--- src/rtl/aac_pkg.sv ---
// Shared types, widths and constants of the accelerometer activity classifier.
`default_nettype none

package aac_pkg;

   localparam int unsigned NUM_AXES    = 3;
   localparam int unsigned AXIS_W      = 16;
   localparam int unsigned CSR_DATA_W  = 16;
   localparam int unsigned CSR_INDEX_W = 3;
   localparam int unsigned SQ_W        = 32;
   localparam int unsigned ROOT_W      = 16;
   localparam int unsigned LEVEL_W     = 24;
   localparam int unsigned DIFF_W      = LEVEL_W + 1;
   localparam int unsigned PROD_W      = LEVEL_W + 18;
   localparam int unsigned SUM_W       = 24;
   localparam int unsigned COUNT_W     = 8;
   localparam int unsigned STEP_W      = 4;

   localparam logic [SQ_W-1:0]       ROOT_FIRST_BIT = 32'h4000_0000;
   localparam logic [LEVEL_W-1:0]    LEVEL_RESET    = 24'd642908;
   localparam logic [AXIS_W-1:0]     BIAS_X_RESET   = 16'd58;
   localparam logic [AXIS_W-1:0]     BIAS_Y_RESET   = 16'd79;
   localparam logic [AXIS_W-1:0]     BIAS_Z_RESET   = 16'hEEA9;
   localparam logic [CSR_DATA_W-1:0] ALPHA_RESET    = 16'd3277;
   localparam logic [CSR_DATA_W-1:0] PEAK_RESET     = 16'd1280;
   localparam logic [CSR_DATA_W-1:0] RUN_RESET      = 16'd896;
   localparam logic [CSR_DATA_W-1:0] WALK_RESET     = 16'd307;
   localparam logic [COUNT_W-1:0]    WINDOW_RESET   = 8'd70;
   localparam logic [COUNT_W-1:0]    RUN_PEAKS      = 8'd3;
   localparam logic [COUNT_W-1:0]    COUNT_MAX      = 8'hFF;
   localparam logic [STEP_W-1:0]     LAST_STEP      = 4'hF;

   typedef enum logic [1:0] {
      ACT_REST = 2'd0,
      ACT_WALK = 2'd1,
      ACT_RUN  = 2'd2
   } activity_type;

   typedef enum logic [CSR_INDEX_W-1:0] {
      REG_BIAS_X = 3'd0,
      REG_BIAS_Y = 3'd1,
      REG_BIAS_Z = 3'd2,
      REG_ALPHA  = 3'd3,
      REG_PEAK   = 3'd4,
      REG_RUN    = 3'd5,
      REG_WALK   = 3'd6,
      REG_WINDOW = 3'd7
   } csr_index_type;

   typedef enum logic [3:0] {
      ST_IDLE,
      ST_SQUARE,
      ST_SUM,
      ST_ROOT,
      ST_SMOOTH,
      ST_DEVIATION,
      ST_UPDATE,
      ST_SCALE,
      ST_CLASSIFY,
      ST_RESPOND
   } state_type;

endpackage

`default_nettype wire

--- src/rtl/aac_isqrt.sv ---
// Iterative integer square root, two radicand bits per cycle.
`default_nettype none

module aac_isqrt (
   input  wire logic                       clock,
   input  wire logic                       reset,
   input  wire logic                       start,
   input  wire logic [aac_pkg::SQ_W-1:0]   radicand,
   output logic                            done,
   output logic [aac_pkg::ROOT_W-1:0]      root
);
   import aac_pkg::*;

   logic [SQ_W-1:0] rem_ff, rem_in;
   logic [SQ_W-1:0] res_ff, res_in;
   logic [SQ_W-1:0] bit_ff, bit_in;
   logic            busy_ff, busy_in;
   logic            done_ff, done_in;
   logic [SQ_W-1:0] trial;

   assign trial = res_ff + bit_ff;

   always_comb begin
      rem_in  = rem_ff;
      res_in  = res_ff;
      bit_in  = bit_ff;
      busy_in = busy_ff;
      done_in = 1'b0;
      if (start) begin
         rem_in  = radicand;
         res_in  = '0;
         bit_in  = ROOT_FIRST_BIT;
         busy_in = 1'b1;
      end else if (busy_ff) begin
         if (rem_ff >= trial) begin
            rem_in = rem_ff - trial;
            res_in = (res_ff >> 1) + bit_ff;
         end else begin
            res_in = res_ff >> 1;
         end
         bit_in = bit_ff >> 2;
         // The weight-one bit is the last of the sixteen iterations.
         if (bit_ff[0]) begin
            busy_in = 1'b0;
            done_in = 1'b1;
         end
      end
   end

   always_ff @(posedge clock) begin
      if (reset) begin
         busy_ff <= 1'b0;
         done_ff <= 1'b0;
      end else begin
         busy_ff <= busy_in;
         done_ff <= done_in;
      end
      rem_ff <= rem_in;
      res_ff <= res_in;
      bit_ff <= bit_in;
   end

   assign done = done_ff;
   assign root = res_ff[ROOT_W-1:0];

endmodule

`default_nettype wire

--- src/rtl/accel_activity_classifier_top.sv ---
// Top level of the accelerometer activity classifier.
`default_nettype none

// Usage:
// A request carries one three-axis acceleration sample (req_accel_x/y/z, Q7.8)
// on a valid/ready channel. Each request yields exactly one response on the
// rsp_ channel: the bias-corrected magnitude, the current activity class and
// a flag that tells whether this sample closed a classification window.
// The block works on one request at a time. From acceptance to a valid
// response it runs bit-serial squaring (three axes in parallel lanes), starts
// and runs the two-bits-per-cycle square root, runs the bit-serial multiply
// for the exponential average and takes five steps for deviation, counters,
// threshold scaling, classification and the response load. A new request can
// be accepted in the cycle after the previous response is loaded. The response
// sits in an output register; the block accepts and processes the next request
// while that response waits. If the receiver still stalls when the next
// response is ready, the block holds it until the register frees. The
// synchronous reset restores the configuration registers, the state, the
// window counters and response valid, sets the average to 9.81 m/s^2 and
// selects rest. Configuration writes take effect at once and belong to idle
// periods.
module accel_activity_classifier_top (
   input  wire logic                              clock,
   input  wire logic                              reset,
   input  wire logic                              req_valid,
   output logic                                   req_ready,
   input  wire logic signed [aac_pkg::AXIS_W-1:0] req_accel_x,
   input  wire logic signed [aac_pkg::AXIS_W-1:0] req_accel_y,
   input  wire logic signed [aac_pkg::AXIS_W-1:0] req_accel_z,
   output logic                                   rsp_valid,
   input  wire logic                              rsp_ready,
   output logic [aac_pkg::ROOT_W-1:0]             rsp_magnitude,
   output logic [1:0]                             rsp_activity,
   output logic                                   rsp_decided,
   input  wire logic                              csr_write_en,
   input  wire logic [aac_pkg::CSR_INDEX_W-1:0]   csr_index,
   input  wire logic [aac_pkg::CSR_DATA_W-1:0]    csr_wdata
);
   import aac_pkg::*;

   // Configuration registers.
   logic [AXIS_W-1:0]     bias_ff [NUM_AXES];
   logic [AXIS_W-1:0]     bias_in [NUM_AXES];
   logic [CSR_DATA_W-1:0] alpha_ff, alpha_in;
   logic [CSR_DATA_W-1:0] peak_thr_ff, peak_thr_in;
   logic [CSR_DATA_W-1:0] run_thr_ff, run_thr_in;
   logic [CSR_DATA_W-1:0] walk_thr_ff, walk_thr_in;
   logic [COUNT_W-1:0]    window_ff, window_in;

   // Sequencer and datapath registers.
   state_type             state_ff, state_in;
   logic [STEP_W-1:0]     step_ff, step_in;
   logic [AXIS_W-1:0]     mplier_ff [NUM_AXES];
   logic [AXIS_W-1:0]     mplier_in [NUM_AXES];
   logic [SQ_W-1:0]       mcand_ff [NUM_AXES];
   logic [SQ_W-1:0]       mcand_in [NUM_AXES];
   logic [SQ_W-1:0]       square_ff [NUM_AXES];
   logic [SQ_W-1:0]       square_in [NUM_AXES];
   logic [ROOT_W-1:0]     mag_ff, mag_in;
   logic [PROD_W-1:0]     ema_acc_ff, ema_acc_in;
   logic [PROD_W-1:0]     ema_mc_ff, ema_mc_in;
   logic [CSR_DATA_W-1:0] weight_ff, weight_in;
   logic [LEVEL_W-1:0]    level_ff, level_in;
   logic [LEVEL_W-1:0]    dev16_ff, dev16_in;
   logic [SUM_W-1:0]      dev_sum_ff, dev_sum_in;
   logic [COUNT_W-1:0]    win_count_ff, win_count_in;
   logic [COUNT_W-1:0]    peak_count_ff, peak_count_in;
   logic                  close_ff, close_in;
   logic [SUM_W-1:0]      run_prod_ff, run_prod_in;
   logic [SUM_W-1:0]      walk_prod_ff, walk_prod_in;
   activity_type          activity_ff, activity_in;
   logic                  decided_ff, decided_in;

   // Response register.
   logic                  rsp_valid_ff, rsp_valid_in;
   logic [ROOT_W-1:0]     rsp_mag_ff, rsp_mag_in;
   activity_type          rsp_act_ff, rsp_act_in;
   logic                  rsp_dec_ff, rsp_dec_in;

   // Square root unit.
   logic                  root_start;
   logic [SQ_W-1:0]       root_radicand;
   logic                  root_done;
   logic [ROOT_W-1:0]     root_value;

   logic [AXIS_W-1:0]     raw [NUM_AXES];
   logic [AXIS_W-1:0]     lane_abs [NUM_AXES];

   assign raw[0] = req_accel_x;
   assign raw[1] = req_accel_y;
   assign raw[2] = req_accel_z;

   // Bias removal with saturation to 16 bits, then magnitude of each axis.
   always_comb begin
      logic [AXIS_W:0]   diff_w;
      logic [AXIS_W-1:0] sat;
      for (int i = 0; i < NUM_AXES; i++) begin
         diff_w = {raw[i][AXIS_W-1], raw[i]} - {bias_ff[i][AXIS_W-1], bias_ff[i]};
         if (diff_w[AXIS_W] != diff_w[AXIS_W-1]) begin
            sat = diff_w[AXIS_W] ? {1'b1, {(AXIS_W-1){1'b0}}} : {1'b0, {(AXIS_W-1){1'b1}}};
         end else begin
            sat = diff_w[AXIS_W-1:0];
         end
         lane_abs[i] = sat[AXIS_W-1] ? (~sat + 1'b1) : sat;
      end
   end

   // Configuration writes.
   always_comb begin
      bias_in     = bias_ff;
      alpha_in    = alpha_ff;
      peak_thr_in = peak_thr_ff;
      run_thr_in  = run_thr_ff;
      walk_thr_in = walk_thr_ff;
      window_in   = window_ff;
      if (csr_write_en) begin
         unique case (csr_index)
            REG_BIAS_X: bias_in[0]  = csr_wdata;
            REG_BIAS_Y: bias_in[1]  = csr_wdata;
            REG_BIAS_Z: bias_in[2]  = csr_wdata;
            REG_ALPHA:  alpha_in    = csr_wdata;
            REG_PEAK:   peak_thr_in = csr_wdata;
            REG_RUN:    run_thr_in  = csr_wdata;
            REG_WALK:   walk_thr_in = csr_wdata;
            REG_WINDOW: window_in   = csr_wdata[COUNT_W-1:0];
            default:    ;
         endcase
      end
   end

   assign req_ready = (state_ff == ST_IDLE);

   // Sequencer and datapath.
   always_comb begin
      logic [DIFF_W-1:0]  mag_diff;
      logic [DIFF_W-1:0]  dev_diff;
      logic [DIFF_W-1:0]  dev_round;
      logic [AXIS_W:0]    dev8_w;
      logic [AXIS_W-1:0]  dev8;
      logic [SUM_W:0]     sum_w;
      logic [COUNT_W-1:0] count_next;
      logic [COUNT_W-1:0] window_len;

      state_in      = state_ff;
      step_in       = step_ff;
      mplier_in     = mplier_ff;
      mcand_in      = mcand_ff;
      square_in     = square_ff;
      mag_in        = mag_ff;
      ema_acc_in    = ema_acc_ff;
      ema_mc_in     = ema_mc_ff;
      weight_in     = weight_ff;
      level_in      = level_ff;
      dev16_in      = dev16_ff;
      dev_sum_in    = dev_sum_ff;
      win_count_in  = win_count_ff;
      peak_count_in = peak_count_ff;
      close_in      = close_ff;
      run_prod_in   = run_prod_ff;
      walk_prod_in  = walk_prod_ff;
      activity_in   = activity_ff;
      decided_in    = decided_ff;
      rsp_valid_in  = rsp_valid_ff && !rsp_ready;
      rsp_mag_in    = rsp_mag_ff;
      rsp_act_in    = rsp_act_ff;
      rsp_dec_in    = rsp_dec_ff;
      root_start    = 1'b0;
      root_radicand = square_ff[0] + square_ff[1] + square_ff[2];

      mag_diff   = {1'b0, root_value, 8'b0} - {1'b0, level_ff};
      dev_diff   = {1'b0, mag_ff, 8'b0} - {1'b0, ema_acc_ff[LEVEL_W+15:16]};
      dev_round  = {1'b0, dev16_ff} + DIFF_W'(128);
      dev8_w     = dev_round[DIFF_W-1:8];
      dev8       = dev8_w[AXIS_W] ? {AXIS_W{1'b1}} : dev8_w[AXIS_W-1:0];
      sum_w      = {1'b0, dev_sum_ff} + (SUM_W + 1)'(dev8);
      count_next = (win_count_ff != COUNT_MAX) ? win_count_ff + 1'b1 : win_count_ff;
      window_len = (window_ff == '0) ? COUNT_W'(1) : window_ff;

      unique case (state_ff)
         ST_IDLE: begin
            if (req_valid) begin
               for (int i = 0; i < NUM_AXES; i++) begin
                  mplier_in[i] = lane_abs[i];
                  mcand_in[i]  = SQ_W'(lane_abs[i]);
                  square_in[i] = '0;
               end
               step_in  = '0;
               state_in = ST_SQUARE;
            end
         end
         ST_SQUARE: begin
            // One multiplier bit per cycle in each of the three lanes.
            for (int i = 0; i < NUM_AXES; i++) begin
               if (mplier_ff[i][0]) begin
                  square_in[i] = square_ff[i] + mcand_ff[i];
               end
               mcand_in[i]  = mcand_ff[i] << 1;
               mplier_in[i] = mplier_ff[i] >> 1;
            end
            step_in = step_ff + 1'b1;
            if (step_ff == LAST_STEP) begin
               state_in = ST_SUM;
            end
         end
         ST_SUM: begin
            root_start = 1'b1;
            state_in   = ST_ROOT;
         end
         ST_ROOT: begin
            if (root_done) begin
               // level + alpha * (m - level), with the rounding half folded in.
               mag_in     = root_value;
               ema_mc_in  = {{(PROD_W - DIFF_W){mag_diff[DIFF_W-1]}}, mag_diff};
               ema_acc_in = {2'b00, level_ff, 16'h8000};
               weight_in  = alpha_ff;
               step_in    = '0;
               state_in   = ST_SMOOTH;
            end
         end
         ST_SMOOTH: begin
            if (weight_ff[0]) begin
               ema_acc_in = ema_acc_ff + ema_mc_ff;
            end
            ema_mc_in = ema_mc_ff << 1;
            weight_in = weight_ff >> 1;
            step_in   = step_ff + 1'b1;
            if (step_ff == LAST_STEP) begin
               state_in = ST_DEVIATION;
            end
         end
         ST_DEVIATION: begin
            level_in = ema_acc_ff[LEVEL_W+15:16];
            dev16_in = dev_diff[DIFF_W-1] ? LEVEL_W'(~dev_diff + 1'b1)
                                          : dev_diff[LEVEL_W-1:0];
            state_in = ST_UPDATE;
         end
         ST_UPDATE: begin
            dev_sum_in   = sum_w[SUM_W] ? {SUM_W{1'b1}} : sum_w[SUM_W-1:0];
            win_count_in = count_next;
            if (dev8 > peak_thr_ff && peak_count_ff != COUNT_MAX) begin
               peak_count_in = peak_count_ff + 1'b1;
            end
            close_in = (count_next >= window_len);
            state_in = ST_SCALE;
         end
         ST_SCALE: begin
            run_prod_in  = SUM_W'(run_thr_ff) * SUM_W'(win_count_ff);
            walk_prod_in = SUM_W'(walk_thr_ff) * SUM_W'(win_count_ff);
            state_in     = ST_CLASSIFY;
         end
         ST_CLASSIFY: begin
            decided_in = close_ff;
            if (close_ff) begin
               if (peak_count_ff >= RUN_PEAKS || dev_sum_ff > run_prod_ff) begin
                  activity_in = ACT_RUN;
               end else if (dev_sum_ff >= walk_prod_ff) begin
                  activity_in = ACT_WALK;
               end else begin
                  activity_in = ACT_REST;
               end
               dev_sum_in    = '0;
               win_count_in  = '0;
               peak_count_in = '0;
            end
            state_in = ST_RESPOND;
         end
         ST_RESPOND: begin
            if (!rsp_valid_ff || rsp_ready) begin
               rsp_valid_in = 1'b1;
               rsp_mag_in   = mag_ff;
               rsp_act_in   = activity_ff;
               rsp_dec_in   = decided_ff;
               state_in     = ST_IDLE;
            end
         end
         default: state_in = ST_IDLE;
      endcase
   end

   always_ff @(posedge clock) begin
      if (reset) begin
         bias_ff[0]    <= BIAS_X_RESET;
         bias_ff[1]    <= BIAS_Y_RESET;
         bias_ff[2]    <= BIAS_Z_RESET;
         alpha_ff      <= ALPHA_RESET;
         peak_thr_ff   <= PEAK_RESET;
         run_thr_ff    <= RUN_RESET;
         walk_thr_ff   <= WALK_RESET;
         window_ff     <= WINDOW_RESET;
         state_ff      <= ST_IDLE;
         level_ff      <= LEVEL_RESET;
         dev_sum_ff    <= '0;
         win_count_ff  <= '0;
         peak_count_ff <= '0;
         activity_ff   <= ACT_REST;
         rsp_valid_ff  <= 1'b0;
      end else begin
         bias_ff       <= bias_in;
         alpha_ff      <= alpha_in;
         peak_thr_ff   <= peak_thr_in;
         run_thr_ff    <= run_thr_in;
         walk_thr_ff   <= walk_thr_in;
         window_ff     <= window_in;
         state_ff      <= state_in;
         level_ff      <= level_in;
         dev_sum_ff    <= dev_sum_in;
         win_count_ff  <= win_count_in;
         peak_count_ff <= peak_count_in;
         activity_ff   <= activity_in;
         rsp_valid_ff  <= rsp_valid_in;
      end
      step_ff      <= step_in;
      mplier_ff    <= mplier_in;
      mcand_ff     <= mcand_in;
      square_ff    <= square_in;
      mag_ff       <= mag_in;
      ema_acc_ff   <= ema_acc_in;
      ema_mc_ff    <= ema_mc_in;
      weight_ff    <= weight_in;
      dev16_ff     <= dev16_in;
      close_ff     <= close_in;
      run_prod_ff  <= run_prod_in;
      walk_prod_ff <= walk_prod_in;
      decided_ff   <= decided_in;
      rsp_mag_ff   <= rsp_mag_in;
      rsp_act_ff   <= rsp_act_in;
      rsp_dec_ff   <= rsp_dec_in;
   end

   aac_isqrt u_isqrt (
      .clock    (clock),
      .reset    (reset),
      .start    (root_start),
      .radicand (root_radicand),
      .done     (root_done),
      .root     (root_value)
   );

   assign rsp_valid     = rsp_valid_ff;
   assign rsp_magnitude = rsp_mag_ff;
   assign rsp_activity  = rsp_act_ff;
   assign rsp_decided   = rsp_dec_ff;

endmodule

`default_nettype wire

--- config.mk ---
export PLATFORM = sky130hd
export DESIGN_NAME = accel_activity_classifier_top
export DESIGN_NICKNAME = d
export VERILOG_FILES = /design/src/rtl/aac_pkg.sv /design/src/rtl/aac_isqrt.sv /design/src/rtl/accel_activity_classifier_top.sv
export SDC_FILE = /design/constraint.sdc
export NUM_CORES = 2
export LEC_CHECK = 0
export CORE_MARGIN = 2
export CORE_UTILIZATION = 49
export CTS_CLUSTER_SIZE = 16
export DETAILED_ROUTE_END_ITERATION = 10
export DONT_BUFFER_PORTS = 1
export SLEW_MARGIN = 15
export SYNTH_ARGS = -nofsm -noshare
export SYNTH_HDL_FRONTEND = slang
export SYNTH_SLANG_ARGS = --single-unit
--- constraint.sdc ---
create_clock -name clock -period 10.7 [get_ports clock]
set_input_delay 0.535 -clock clock [delete_from_list [all_inputs] [get_ports clock]]
set_output_delay 0.535 -clock clock [all_outputs]
set_load 0.005 [all_outputs]
==> reports/metrics.csv <==
metric,value,unit
routability cong.,0.886,
"most common cell after layout, fill and taps aside",nand2_1,
max layer used,met4,
CTS H-tree lvls,3,
Setup TNS,0,ns
via density per instance,5.65,
Root Buffer,clkbuf_16,
die height,338,um
DIE AREA,0.114,sq mm
initial core utilization,49.4,%
Final Skew,0.0206,ns
Slew Limit Fails,0,
layout overhead on the synthesized area,8.56,%
Post-synth EDFFs,474,
"Cell Area, Synth",0.0546,sq mm
"critical path, cell by cell",buf_4 -> nand2_1 -> fa_1 -> fa_1 -> inv_1 -> fa_1 -> inv_1 -> fa_1 -> inv_1 -> ha_1 -> a21oi_1 -> o21ai_0 -> o311ai_1 -> o21ai_0 -> o41ai_1 -> o21ai_1 -> o41a_1 -> a21o_1 -> a21oi_1 -> xnor2_1,
GR Overflow Total,0,
met1 wire length,64900,um
layout cells sized above 1,4.31,%
Met2 Wirelength,66100,um
Detailed Route WL,142000,um
most frequent cells in the layout,"nand2_1 (690), ha_1 (493), edfxtp_1 (474)",
DR WL/cell,19.0,um
Worst path max stage delay,0.66,ns
initial antenna violation count,4,
outcome,"complete, no violations",
dominant combinational cell family by area after synthesis,adder cells,
CP bufs+invs,4,
CTS Buf Count,87,
DP HPWL,103000,um
number of buffers added on ports,0,
min-delay src,reset,
worst hold-check path type,input port to flop,
final core occ,53.6,%
relative slew slack,22.9,%
final period utilization,58.7,%
Max Cap Violations,0,
cells resized by post-CTS repair,0,
core area,0.111,sq mm
cells after synthesis,5978,
CTS tree,built,
vias in the first global route,41250,
Starting DRT DRC Count,2834,
Crit Reg-Reg Startpoint,win_count_ff[3],
Hold Fails Final Rpt,0,
Worst Max-Slew Pin Slew,1.15,ns
family with the most delay on the worst path,adder cells,
fmax,159,MHz
RSZ-0062 raised after global routing,no,
die width,338,um
Setup Buffers After CTS,0,
clk buf depth,3,
Worst Setup End Kind,flop,
multi-input gate area in the final layout,0.0331,sq mm
Main synth FF type,edfxtp_1,
WP data arrival,6.69,ns
ANT nets after route,0,
kind of critical path,flop to flop,
row cnt,122,
"Max FO, Critical Path",22,
XOR/XNOR share of the synthesized area,6.21,%
WL met3,8010,um
CTS sink cnt,715,
DRC viols,0,
endpoints failing setup,0,
net count after synthesis,6752,
clock latency on the worst-skew pair,0.67,ns
PwrDens,255,mW/mm^2
YS warnings,0,
first-pass GRT wire length,228000,um
async set or reset register ratio after synthesis,0,%
"CTS clk-pin slew, worst paths",0.06,ns
Crit-path slowest cell,dfxtp_1,
storage element area,0.0191,sq mm
detailed-route via count,42307,
drt first pass iters,7,
sequential element share of the synthesized area,34.9,%
fillers,10323,
Setup crit start,win_count_ff[3],
Synth Area in Compound Gates,16.8,%
largest net degree at the start of global routing,81,
number of synthesized register bits,715,
LEAKAGE,0.0255,uW
Netlist cell types,92,
Synth Area in Simple Gates,17.7,%
post-synthesis mux area share,0.690,%
GR Util All Layers,25.1,%
syn_area_per_cell,9.13,sq um
final net count,6695,
Worst path most repeated cell,fa_1,
Peak VDD IR,0.160,mV
Final min period,6.28,ns
boundary pin count,93,
CP Data Required Time,11.11,ns
Startpoint Class,flop,
adder-cell share of the synthesized area,19.0,%
[stage by stage]
step           hold WS (ns)  worst slack (ns)  cells  cell area [sq um]  total power (uW)
4_1_cts             0.00202              4.40   7481              59200             15200
3_3_place_gp          0.418              4.56   7300              56100             11900
3_5_place_dp          0.415              4.42   7300              56100             12000
2_1_floorplan         0.400              3.90   5978              54600             10300
6_report             0.0434              4.42   7485              59300             15100
5_1_grt              0.0176              4.01   7483              59200             16300
[synthesized netlist by cell type, drive strengths merged, types with 43 or more instances]
master	number	area, sq um
o21a	75	563
and3	93	582
o21ai	269	1350
nor2b	74	463
inv	465	1750
dfxtp	241	4820
fa	209	4180
xor2	184	1610
nor3	113	582
nand4	43	269
nor2	471	1770
nand3	85	425
o21bai	50	375
a31oi	66	419
xnor2	203	1780
a211oi	80	606
nand2	696	2620
clkbuf	201	764
ha	493	6170
nand2b	58	363
edfxtp	474	14200
a21oi	458	2300
a21o	187	1400
and2	236	1480
[final timing paths]
| path | slack [ns] | to | cells past startpoint |
|---|---|---|---|
| max | 4.42 | run_prod_ff[22] | 20 |
| max reg2reg | 4.42 | run_prod_ff[22] | 20 |
| min reg2reg | 0.43 | rsp_activity[1] | 0 |
| min | 0.04 | dev_sum_ff[20] | 2 |
[per-layer routing]
layer / up-vias / global-route usage [%]
met4: 0 / 6.45
met3: 183 / 4.28
met5: - / 0
met2: 893 / 41.6
met1: 20305 / 34.1
li1: 20926 / -
[power by group]
group / internal, uW / leakage [uW] / switching, uW
Clock: 1790 / 0.00141 / 1240
Sequential: 4020 / 0.00641 / 610
Combinational: 3090 / 0.0177 / 4330
[cells by family after synthesis]
| logic type | after synthesis |
|---|---|
| flip-flops | 715 |
| buffers and inverters | 679 |
| multiplexers | 37 |
| XOR/XNOR | 387 |
| AND/OR/NAND/NOR | 2019 |
| AO/OA/AOI/OAI | 1439 |
| adder cells (fa/ha/maj) | 702 |
[worst register-to-register path, cell delays in order, from the launching register on]
cell	delay, ns
dfxtp_1	0.66
buf_4	0.37
nand2_1	0.12
fa_1	0.48
fa_1	0.50
inv_1	0.06
fa_1	0.53
inv_1	0.06
fa_1	0.52
inv_1	0.04
ha_1	0.34
a21oi_1	0.15
o21ai_0	0.15
o311ai_1	0.43
o21ai_0	0.24
o41ai_1	0.42
o21ai_1	0.17
o41a_1	0.37
a21o_1	0.19
a21oi_1	0.17
xnor2_1	0.08
[flip-flops by register name, summed over array words and instances (netlist names), 16 cells and up]
signal,cells
ema_mc_ff,40
run_prod_ff,24
walk_prod_ff,24
weight_ff,16
mag_ff,16
mplier_ff,48
bias_ff,48
walk_thr_ff,16
mcand_ff,96
u_isqrt.bit_ff,16
peak_thr_ff,16
square_ff,96
ema_acc_ff,40
level_ff,24
u_isqrt.res_ff,32
rsp_magnitude,16
dev16_ff,17
run_thr_ff,16
u_isqrt.rem_ff,32
dev_sum_ff,24
alpha_ff,16
[cell type report]
class                           instances  area share [%]
Inverter                              466            2.95
Clock buffer                          115            3.95
Multi-Input combinational cell       4584            55.8
Clock inverter                         46           0.912
Sequential cell                       715            32.2
Timing Repair Buffer                   67            1.04
Tap cell                             1488            3.14
Antenna cell                            4          0.0169
[timing repair]
item / CTS / global route
endpoints found under the setup margin: 0 / 0
endpoints found under the hold margin: 157 / 0
hold buffers: 20 / 0
Power figures use the tool's default switching activity.
